==> src/hdl/rse_pkg.sv <==
package rse_pkg;

  localparam int STACK_DEPTH = 64;
  localparam int DATA_WIDTH  = 32;
  localparam int ADDR_W      = $clog2(STACK_DEPTH);
  localparam int PTR_W       = $clog2(STACK_DEPTH + 1);
  localparam int DEPTH_W     = 7;
  localparam int CNT_W       = $clog2(DATA_WIDTH + 1);

  typedef enum logic [2:0] {
    OP_PUSH = 3'd0,
    OP_ADD  = 3'd1,
    OP_SUB  = 3'd2,
    OP_MUL  = 3'd3,
    OP_DIV  = 3'd4,
    OP_POW  = 3'd5
  } op_t;

  typedef enum logic [2:0] {
    ST_OK        = 3'd0,
    ST_UNDERFLOW = 3'd1,
    ST_OVERFLOW  = 3'd2,
    ST_DIV_ZERO  = 3'd3,
    ST_MALFORMED = 3'd4
  } status_t;

  // request to / response from the iterative arithmetic unit
  typedef struct packed {
    logic                  start;
    logic [2:0]            op;
    logic [DATA_WIDTH-1:0] a;
    logic [DATA_WIDTH-1:0] b;
  } alu_req_t;

  typedef struct packed {
    logic                  done;
    logic                  dz;
    logic [DATA_WIDTH-1:0] res;
  } alu_rsp_t;

endpackage

==> src/hdl/rpn_stack_evaluator_top.sv <==
// RPN stack evaluator. One token is a transaction on in_*; each token yields
// exactly one result transaction on out_*. Operands live in a 64-entry
// single-port-read synchronous RAM; the top two entries are read in
// consecutive cycles. Multiply and divide run one bit per cycle in the
// shared shift-add / restoring-division unit; power runs serial multiply
// and square passes per exponent bit. Errors (underflow, overflow, divide
// by zero) leave the stack unchanged; an end-of-expression token reports
// top and depth, then empties the stack. The result sits in an output
// register; a new token is taken only once it has been delivered. No
// clearing pass after reset: RAM data is used only below the stack pointer.
module rpn_stack_evaluator_top (
  input  logic                clk,
  input  logic                rst_n,
  input  logic                in_valid,
  output logic                in_ready,
  input  logic [2:0]          in_op,
  input  logic signed [31:0]  in_value,
  input  logic                in_end_of_expression,
  output logic                out_valid,
  input  logic                out_ready,
  output logic signed [31:0]  out_top_value,
  output logic [6:0]          out_depth,
  output logic [2:0]          out_status,
  output logic                out_final_res
);

  localparam int W  = rse_pkg::DATA_WIDTH;
  localparam int AW = rse_pkg::ADDR_W;
  localparam int PW = rse_pkg::PTR_W;

  typedef enum logic [6:0] {
    S_IDLE = 7'b0000001,
    S_RDB  = 7'b0000010, // top (b) arrives, read a issued
    S_RDA  = 7'b0000100, // a arrives, start unit
    S_EXE  = 7'b0001000, // top arrives for the report
    S_WAIT = 7'b0010000,
    S_TOP  = 7'b0100000, // read top (no write on this path)
    S_OUT  = 7'b1000000
  } state_t;

  state_t          st_r, st_nxt;
  logic [PW-1:0]   sp_r, sp_nxt;
  logic [2:0]      op_r, op_nxt;
  logic [W-1:0]    val_r, val_nxt;
  logic            fin_r, fin_nxt;
  logic [W-1:0]    b_r, b_nxt;
  logic [W-1:0]    top_r, top_nxt;
  logic [6:0]      dep_r, dep_nxt;
  logic [2:0]      stat_r, stat_nxt;
  logic            we;
  logic [AW-1:0]   waddr, raddr;
  logic [W-1:0]    wdata, rdata;
  rse_pkg::alu_req_t req;
  rse_pkg::alu_rsp_t rsp;
  logic [PW-1:0]   sp_m1, sp_m2;

  assign sp_m1 = sp_r - PW'(1);
  assign sp_m2 = sp_r - PW'(2);

  rse_ram #(.WIDTH(W), .DEPTH(rse_pkg::STACK_DEPTH)) u_ram (
    .clk  (clk),
    .we   (we),
    .waddr(waddr),
    .wdata(wdata),
    .raddr(raddr),
    .rdata(rdata)
  );

  rse_alu u_alu (
    .clk  (clk),
    .rst_n(rst_n),
    .req  (req),
    .rsp  (rsp)
  );

  assign in_ready = (st_r == S_IDLE);

  always_comb begin
    st_nxt   = st_r;
    sp_nxt   = sp_r;
    op_nxt   = op_r;
    val_nxt  = val_r;
    fin_nxt  = fin_r;
    b_nxt    = b_r;
    top_nxt  = top_r;
    dep_nxt  = dep_r;
    stat_nxt = stat_r;
    we       = 1'b0;
    waddr    = sp_r[AW-1:0];
    wdata    = val_r;
    raddr    = sp_m1[AW-1:0];
    req      = '0;
    req.op   = op_r;
    req.a    = rdata;
    req.b    = b_r;
    case (st_r)
      S_IDLE: begin
        if (in_valid) begin
          op_nxt   = in_op;
          val_nxt  = in_value;
          fin_nxt  = in_end_of_expression;
          stat_nxt = rse_pkg::ST_OK;
          if (in_op == rse_pkg::OP_PUSH) begin
            if (sp_r >= PW'(rse_pkg::STACK_DEPTH)) begin
              stat_nxt = rse_pkg::ST_OVERFLOW;
              st_nxt   = S_TOP;
            end else begin
              // value known: top follows directly
              we      = 1'b1;
              wdata   = in_value;
              top_nxt = in_value;
              sp_nxt  = sp_r + PW'(1);
              st_nxt  = S_OUT;
            end
          end else if (in_op <= rse_pkg::OP_POW) begin
            if (sp_r < PW'(2)) begin
              stat_nxt = rse_pkg::ST_UNDERFLOW;
              st_nxt   = S_TOP;
            end else begin
              st_nxt = S_RDB;
            end
          end else begin
            st_nxt = S_TOP;
          end
        end
      end
      S_RDB: begin
        raddr  = sp_m2[AW-1:0];
        st_nxt = S_RDA;
        b_nxt  = rdata;
      end
      S_RDA: begin
        req.start = 1'b1;
        st_nxt    = S_WAIT;
      end
      S_WAIT: begin
        if (rsp.done) begin
          if (rsp.dz) begin
            stat_nxt = rse_pkg::ST_DIV_ZERO;
            top_nxt  = b_r;
          end else begin
            we      = 1'b1;
            waddr   = sp_m2[AW-1:0];
            wdata   = rsp.res;
            top_nxt = rsp.res;
            sp_nxt  = sp_m1;
          end
          st_nxt = S_OUT;
        end
      end
      S_TOP: st_nxt = S_EXE;
      S_EXE: begin
        top_nxt = (sp_r == '0) ? '0 : rdata;
        st_nxt  = S_OUT;
      end
      S_OUT: begin
        if (!out_valid) begin
          dep_nxt = 7'(sp_r);
          if (fin_r) begin
            if (stat_r == rse_pkg::ST_OK && sp_r != PW'(1)) begin
              stat_nxt = rse_pkg::ST_MALFORMED;
            end
            sp_nxt = '0;
          end
        end else if (out_ready) begin
          st_nxt = S_IDLE;
        end
      end
      default: st_nxt = S_IDLE;
    endcase
  end

  logic ov_r, ov_nxt;
  assign ov_nxt = (st_r == S_OUT) && !(ov_r && out_ready);

  always_ff @(posedge clk) begin
    if (!rst_n) begin
      st_r <= S_IDLE;
      sp_r <= '0;
      ov_r <= 1'b0;
    end else begin
      st_r <= st_nxt;
      sp_r <= sp_nxt;
      ov_r <= ov_nxt;
    end
    op_r   <= op_nxt;
    val_r  <= val_nxt;
    fin_r  <= fin_nxt;
    b_r    <= b_nxt;
    top_r  <= top_nxt;
    dep_r  <= dep_nxt;
    stat_r <= stat_nxt;
  end

  assign out_valid     = ov_r;
  assign out_top_value = top_r;
  assign out_depth     = dep_r;
  assign out_status    = stat_r;
  assign out_final_res = fin_r;

`ifndef ASSERT_OFF
  a_sp_bound: assert property (@(posedge clk) disable iff (!rst_n)
    sp_r <= PW'(rse_pkg::STACK_DEPTH))
    else $error("stack pointer beyond depth");
  a_no_take_while_out: assert property (@(posedge clk) disable iff (!rst_n)
    out_valid |-> !in_ready)
    else $error("token taken with result pending");
  a_fin_clears: assert property (@(posedge clk) disable iff (!rst_n)
    (out_valid && out_ready && out_final_res) |-> (sp_r == '0))
    else $error("end token did not clear stack");
`endif

endmodule

==> src/hdl/rse_ram.sv <==
module rse_ram #(
  parameter int WIDTH = 32,
  parameter int DEPTH = 64
) (
  input  logic                     clk,
  input  logic                     we,
  input  logic [$clog2(DEPTH)-1:0] waddr,
  input  logic [WIDTH-1:0]         wdata,
  input  logic [$clog2(DEPTH)-1:0] raddr,
  output logic [WIDTH-1:0]         rdata
);

  logic [WIDTH-1:0] mem [DEPTH];

  always_ff @(posedge clk) begin
    if (we) begin
      mem[waddr] <= wdata;
    end
    rdata <= mem[raddr];
  end

endmodule

==> src/hdl/rse_alu.sv <==
// Multi-cycle arithmetic: add/sub in one step, multiply by shift-add,
// divide by restoring long division, power by square-and-multiply
// (per exponent bit, a serial multiply pass, then a square pass if higher bits are set).
module rse_alu (
  input  logic              clk,
  input  logic              rst_n,
  input  rse_pkg::alu_req_t req,
  output rse_pkg::alu_rsp_t rsp
);

  localparam int W = rse_pkg::DATA_WIDTH;

  typedef enum logic [5:0] {
    A_IDLE = 6'b000001,
    A_MUL  = 6'b000010,
    A_DIV  = 6'b000100,
    A_PMUL = 6'b001000,
    A_PSQR = 6'b010000,
    A_DONE = 6'b100000
  } astate_t;

  astate_t              st_r, st_nxt;
  logic [W-1:0]         x_r, x_nxt;     // multiplicand / divisor mag / base
  logic [W-1:0]         y_r, y_nxt;     // multiplier / dividend / exponent
  logic [W-1:0]         acc_r, acc_nxt; // product / remainder / power partial product
  logic [W-1:0]         res_r, res_nxt;
  logic [W-1:0]         pa_r, pa_nxt;   // power: multiply operand
  logic [W-1:0]         pm_r, pm_nxt;   // power: shift-add multiplier
  logic [rse_pkg::CNT_W-1:0] cnt_r, cnt_nxt;
  logic                 neg_r, neg_nxt;
  logic                 dz_r, dz_nxt;
  logic [W-1:0]         mag_a, mag_b, rem_sh, a_w, b_w;
  logic [W:0]           trial;

  assign a_w   = req.a;
  assign b_w   = req.b;
  assign mag_a = a_w[W-1] ? (~a_w + W'(1)) : a_w;
  assign mag_b = b_w[W-1] ? (~b_w + W'(1)) : b_w;
  assign rem_sh = {acc_r[W-2:0], y_r[W-1]};
  assign trial  = {acc_r, y_r[W-1]} - {1'b0, x_r};

  always_comb begin
    st_nxt  = st_r;
    x_nxt   = x_r;
    y_nxt   = y_r;
    acc_nxt = acc_r;
    res_nxt = res_r;
    pa_nxt  = pa_r;
    pm_nxt  = pm_r;
    cnt_nxt = cnt_r;
    neg_nxt = neg_r;
    dz_nxt  = dz_r;
    case (st_r)
      A_IDLE: begin
        if (req.start) begin
          dz_nxt  = 1'b0;
          cnt_nxt = '0;
          acc_nxt = '0;
          case (req.op)
            rse_pkg::OP_ADD: begin
              res_nxt = a_w + b_w;
              st_nxt  = A_DONE;
            end
            rse_pkg::OP_SUB: begin
              res_nxt = a_w - b_w;
              st_nxt  = A_DONE;
            end
            rse_pkg::OP_MUL: begin
              x_nxt  = a_w;
              y_nxt  = b_w;
              st_nxt = A_MUL;
            end
            rse_pkg::OP_DIV: begin
              if (b_w == '0) begin
                dz_nxt = 1'b1;
                st_nxt = A_DONE;
              end else begin
                x_nxt   = mag_b;
                y_nxt   = mag_a;
                neg_nxt = a_w[W-1] ^ b_w[W-1];
                st_nxt  = A_DIV;
              end
            end
            default: begin // power
              if (b_w[W-1]) begin
                st_nxt = A_DONE;
                if (a_w == '0) dz_nxt = 1'b1;
                else if (a_w == W'(1)) res_nxt = W'(1);
                else if (a_w == '1) res_nxt = b_w[0] ? '1 : W'(1);
                else res_nxt = '0;
              end else begin
                x_nxt   = a_w;
                y_nxt   = b_w;
                res_nxt = W'(1);
                pa_nxt  = W'(1);
                pm_nxt  = a_w;
                st_nxt  = (b_w == '0) ? A_DONE : A_PMUL;
              end
            end
          endcase
        end
      end
      A_MUL: begin
        if (y_r[0]) acc_nxt = acc_r + x_r;
        x_nxt   = x_r << 1;
        y_nxt   = y_r >> 1;
        cnt_nxt = cnt_r + 1'b1;
        if (cnt_r == rse_pkg::CNT_W'(W - 1)) begin
          res_nxt = y_r[0] ? acc_r + x_r : acc_r;
          st_nxt  = A_DONE;
        end
      end
      A_DIV: begin
        if (!trial[W]) begin
          acc_nxt = trial[W-1:0];
          y_nxt   = {y_r[W-2:0], 1'b1};
        end else begin
          acc_nxt = rem_sh;
          y_nxt   = {y_r[W-2:0], 1'b0};
        end
        cnt_nxt = cnt_r + 1'b1;
        if (cnt_r == rse_pkg::CNT_W'(W - 1)) begin
          res_nxt = neg_r ? (~y_nxt + W'(1)) : y_nxt;
          st_nxt  = A_DONE;
        end
      end
      // serial multiply pa * pm, accumulated in acc; then the result
      // lands in res (if exponent bit set) or in x (squaring)
      A_PMUL, A_PSQR: begin
        if (pm_r[0]) acc_nxt = acc_r + pa_r;
        pa_nxt  = pa_r << 1;
        pm_nxt  = pm_r >> 1;
        cnt_nxt = cnt_r + 1'b1;
        if (cnt_r == rse_pkg::CNT_W'(W - 1)) begin
          cnt_nxt = '0;
          acc_nxt = '0;
          if (st_r == A_PMUL) begin
            if (y_r[0]) res_nxt = pm_r[0] ? acc_r + pa_r : acc_r;
            y_nxt  = y_r >> 1;
            st_nxt = ((y_r >> 1) == '0) ? A_DONE : A_PSQR;
            pa_nxt = x_r;
            pm_nxt = x_r;
          end else begin
            x_nxt  = pm_r[0] ? acc_r + pa_r : acc_r;
            pa_nxt = res_r;
            pm_nxt = x_nxt;
            st_nxt = A_PMUL;
          end
        end
      end
      A_DONE: st_nxt = A_IDLE;
      default: st_nxt = A_IDLE;
    endcase
  end

  always_ff @(posedge clk) begin
    if (!rst_n) begin
      st_r <= A_IDLE;
    end else begin
      st_r <= st_nxt;
    end
    x_r   <= x_nxt;
    y_r   <= y_nxt;
    acc_r <= acc_nxt;
    res_r <= res_nxt;
    pa_r  <= pa_nxt;
    pm_r  <= pm_nxt;
    cnt_r <= cnt_nxt;
    neg_r <= neg_nxt;
    dz_r  <= dz_nxt;
  end

  assign rsp.done = (st_r == A_DONE);
  assign rsp.dz   = dz_r;
  assign rsp.res  = res_r;

endmodule
==> config.mk <==
export PLATFORM = sky130hd
export DESIGN_NAME = rpn_stack_evaluator_top
export DESIGN_NICKNAME = d
export VERILOG_FILES = /design/src/hdl/rse_pkg.sv /design/src/hdl/rpn_stack_evaluator_top.sv /design/src/hdl/rse_ram.sv /design/src/hdl/rse_alu.sv
export SDC_FILE = /design/constraint.sdc
export NUM_CORES = 2
export LEC_CHECK = 0
export BUFFER_PORTS_ARGS = -buffer_cell sky130_fd_sc_hd__buf_2
export CORE_ASPECT_RATIO = 1.25
export CORE_MARGIN = 8
export CORE_UTILIZATION = 50
export DETAILED_ROUTE_END_ITERATION = 10
export PLACE_DENSITY = 0.7
export SLEW_MARGIN = 20
export SYNTH_ARGS = -nofsm -noshare
export SYNTH_HDL_FRONTEND = slang
export SYNTH_SLANG_ARGS = --single-unit
==> constraint.sdc <==
create_clock -name clk -period 6.3 [get_ports clk]
set_input_delay 0.315 -clock clk [delete_from_list [all_inputs] [get_ports clk]]
set_output_delay 0.315 -clock clk [all_outputs]
set_load 0.1 [all_outputs]
==> flow_metrics.env <==
export IMPL_clk_latency_ns=0.91
export IMPL_synth_commonest_cells="edfxtp_1, nand2_1, mux4_2"
export IMPL_internal_power_w=0.0340
export IMPL_start_util=0.501
export IMPL_drt_first_pass_iters=8
export IMPL_fmax_mhz=167
export IMPL_core_area_um2=212000
export IMPL_area_growth_pct=12.7
export IMPL_rsz0062_at_grt="false"
export IMPL_power_density_nw_per_um2=436
export IMPL_status="finished clean"
export IMPL_viasPerCell=6.58
export IMPL_dpl_hpwl_um=194000
export IMPL_fin_skew_ns=0.0697
export IMPL_synthArstFlopShare=0
export IMPL_holdPathStages=2
export IMPL_r2r_slack_ns=0.31
export IMPL_combPwrFrac=0.361
export IMPL_p_clk_frac=0.270
export IMPL_clock_sinks=2411
export IMPL_ir_worst_vdd_mv=0.358
export IMPL_ioPinCount=85
export IMPL_min_period_ns=5.99
export IMPL_grt_max_degree=129
export IMPL_synth_most_common_cell="edfxtp_1"
export IMPL_r2r_end="u_alu.res_r[22]"
export IMPL_num_nets_final=7059
export IMPL_finalCritPeriodShare=0.951
export IMPL_syn_nets=6892
export IMPL_hp_start="in_end_of_expression"
export IMPL_ys_seq_elements=2411
export IMPL_clk_path_buf_depth=3
export IMPL_drt_wirelength_per_cell_um=31.4
export IMPL_drc_errors=0
export IMPL_port_buffers=84
export IMPL_worstSetupStartpoint="u_alu.y_r[31]"
export IMPL_yosysWarnings=0
export IMPL_tightest_slew_ns=1.23
export IMPL_utilization=0.565
export IMPL_die_area_um2=227000
export IMPL_largest_register="u_ram.mem"
export IMPL_synth_top_area_cell="edfxtp_1"
export IMPL_vias=64700
export IMPL_die_height_um=531
export IMPL_crit_chain="inv_2, ha_1, inv_1, fa_1, a211oi_2, o211ai_1, a21oi_1, buf_4, a211o_1, a2111oi_0, a311o_2, inv_1, ha_1, inv_1, or3_4, or3_1, or4_4, or4_4, o21ai_0, xor2_1, a221oi_1, a2bb2oi_1"
export IMPL_avgSynthCellArea_um2=15.8
export IMPL_whs_ns=0.137
export IMPL_wirelength_um=309000
export IMPL_cts_tree="built"
export IMPL_slowest_delay_ns=0.50
export IMPL_leakage_nw=39.2
export IMPL_r2r_start="u_alu.y_r[31]"
export IMPL_slew_violations=0
export IMPL_dp_slack_ns=0.134
export IMPL_htree_levels=4
export IMPL_crit_fanout=5
export IMPL_place_congestion=0.951
export IMPL_global_route_overflow_total=0
export IMPL_pwr_share_seq=0.369
export IMPL_maxCapViolCount=0
export IMPL_max_slew_margin_rel=0.176
export IMPL_path_class="reg2reg"
export IMPL_synth_edff_count=2358
export IMPL_antenna_found_initial=7
export IMPL_fin_tns_setup_ns=0
export IMPL_cts_root_buf="clkbuf_16"
export IMPL_ant_nets=0
export IMPL_setup_viol=0
export IMPL_worstPathArrival_ns=6.59
export IMPL_clkTransAtPathRegs_ns=0.06
export IMPL_synthCells=6709
export IMPL_grt_usage=0.264
export IMPL_worst_setup_path_end_kind="register"
export IMPL_grt_pass1_wl_um=446000
export IMPL_synth_main_ff_cell="edfxtp_1"
export IMPL_largest_reg_flops=2048
export IMPL_first_global_vias=64600
export IMPL_path_common_cell="inv_1"
export IMPL_required_ns=6.90
export IMPL_drt_iter0_drc=8376
export IMPL_finalHoldViolations=0
export IMPL_reg2reg_depth=22
export IMPL_switchingPower_w=0.0181
export IMPL_cp_slowest_cell="or4_4"
export IMPL_hold_class="in2reg"
export IMPL_fin_ws_ns=0.311
export IMPL_total_power_w=0.0521
export IMPL_cts_buffers=223
export IMPL_drive_gt1_frac=0.194
export IMPL_seq_area_frac_synth=0.677
export IMPL_synth_area_leaders="edfxtp_1, mux4_2, nand2_1, ha_1, a21oi_1"
export IMPL_critPathLaunchType="register"
export IMPL_p_sw_frac=0.347
export IMPL_die_w_um=428
export IMPL_yosysTopAreaCellShare=0.667
export IMPL_ys_types=82
export IMPL_endpoint="u_alu.res_r[22]"
export IMPL_synthesis_area_um2=106000
export IMPL_rows=189
final cells by class:
cell class,instances,area (um2)
diodes,1,2.50
clock buffers,265,5810
clock inverters,156,1900
fillers,15800,92100
inverters,87,327
multi-input cells,3765,33000
flip-flops and latches,2411,71900
well taps,2769,3460
repair buffers,388,3210
logic make-up (layout without fill, tap and decap cells):
family / Yosys count / after routing / share of synthesized area
XOR/XNOR: 222 / 222 / 0.0183
flip-flops: 2411 / 2411 / 0.677
other: 0 / 1 / 0
buffers and inverters: 533 / 896 / 0.0196
adder cells (fa/ha/maj): 143 / 143 / 0.0171
AND/OR/NAND/NOR: 1306 / 1306 / 0.0567
multiplexers: 611 / 611 / 0.118
AO/OA/AOI/OAI: 1483 / 1483 / 0.0928
critical path, delay by kind of cell (launching register included):
family / cells / cell delay (ns)
simple gates: 4 / 1.70
buf+inv: 5 / 0.66
xor+xnor: 1 / 0.18
compound gates: 9 / 1.87
fa+ha+maj: 3 / 0.85
flops: 1 / 0.45
through the flow:
step / instance area [um2] / instances
6_report: 120000 / 9842
5_1_grt: 120000 / 9842
4_1_cts: 120000 / 9840
3_5_place_dp: 111000 / 9379
3_3_place_gp: 111000 / 9376
2_1_floorplan: 106000 / 6709
cells in the final DEF (no fill, tap or decap), types with 81 or more instances in the layout:
master and n:
a211oi_1 191, a21oi_1 321, a22oi_1 111, a31oi_1 81
and2_1 138, buf_2 84, buf_4 232, clkbuf_16 223
edfxtp_1 2358, ha_1 139, inv_1 85, mux2i_1 86
mux4_2 512, nand2_1 550, nor2_1 204, o21ai_0 280
xor2_1 145
power by group through the flow:
stage / logic, W / registers, W / clock network [W]
2_1_floorplan: 0.0117 / 0.0196 / 0
3_3_place_gp: 0.0185 / 0.0195 / 0
3_5_place_dp: 0.0187 / 0.0195 / 0
4_1_cts: 0.0188 / 0.0192 / 0.0142
5_1_grt: 0.0198 / 0.0192 / 0.0148
6_report: 0.0188 / 0.0192 / 0.0141
layer usage:
metal | vias up | share of wire | global-route usage
li1 | 27300 | - | -
met1 | 33300 | 0.37 | 0.332
met2 | 3515 | 0.50 | 0.449
met3 | 672 | 0.081 | 0.0414
met4 | 4 | 0.056 | 0.131
met5 | - | 0.000084 | 0
timing repair:
| action | in CTS | in global routing |
|---|---|---|
| hold buffers | 40 | 0 |
| setup endpoints to repair | 0 | 5 |
| buffers inserted | 0 | 0 |
| gates resized for setup | 0 | 2 |
| hold endpoints to repair | 81 | 0 |
how the worst min path moves through the flow:
stage | slack [ns] | to
3_3_place_gp | 0.50 | out_final_res
2_1_floorplan | 0.38 | u_alu.st_r[0]
4_1_cts | 0.07 | out_final_res
5_1_grt | 0.1 | out_final_res
3_5_place_dp | 0.50 | out_final_res
6_report | 0.14 | out_final_res
Power figures use the tool's default switching activity.
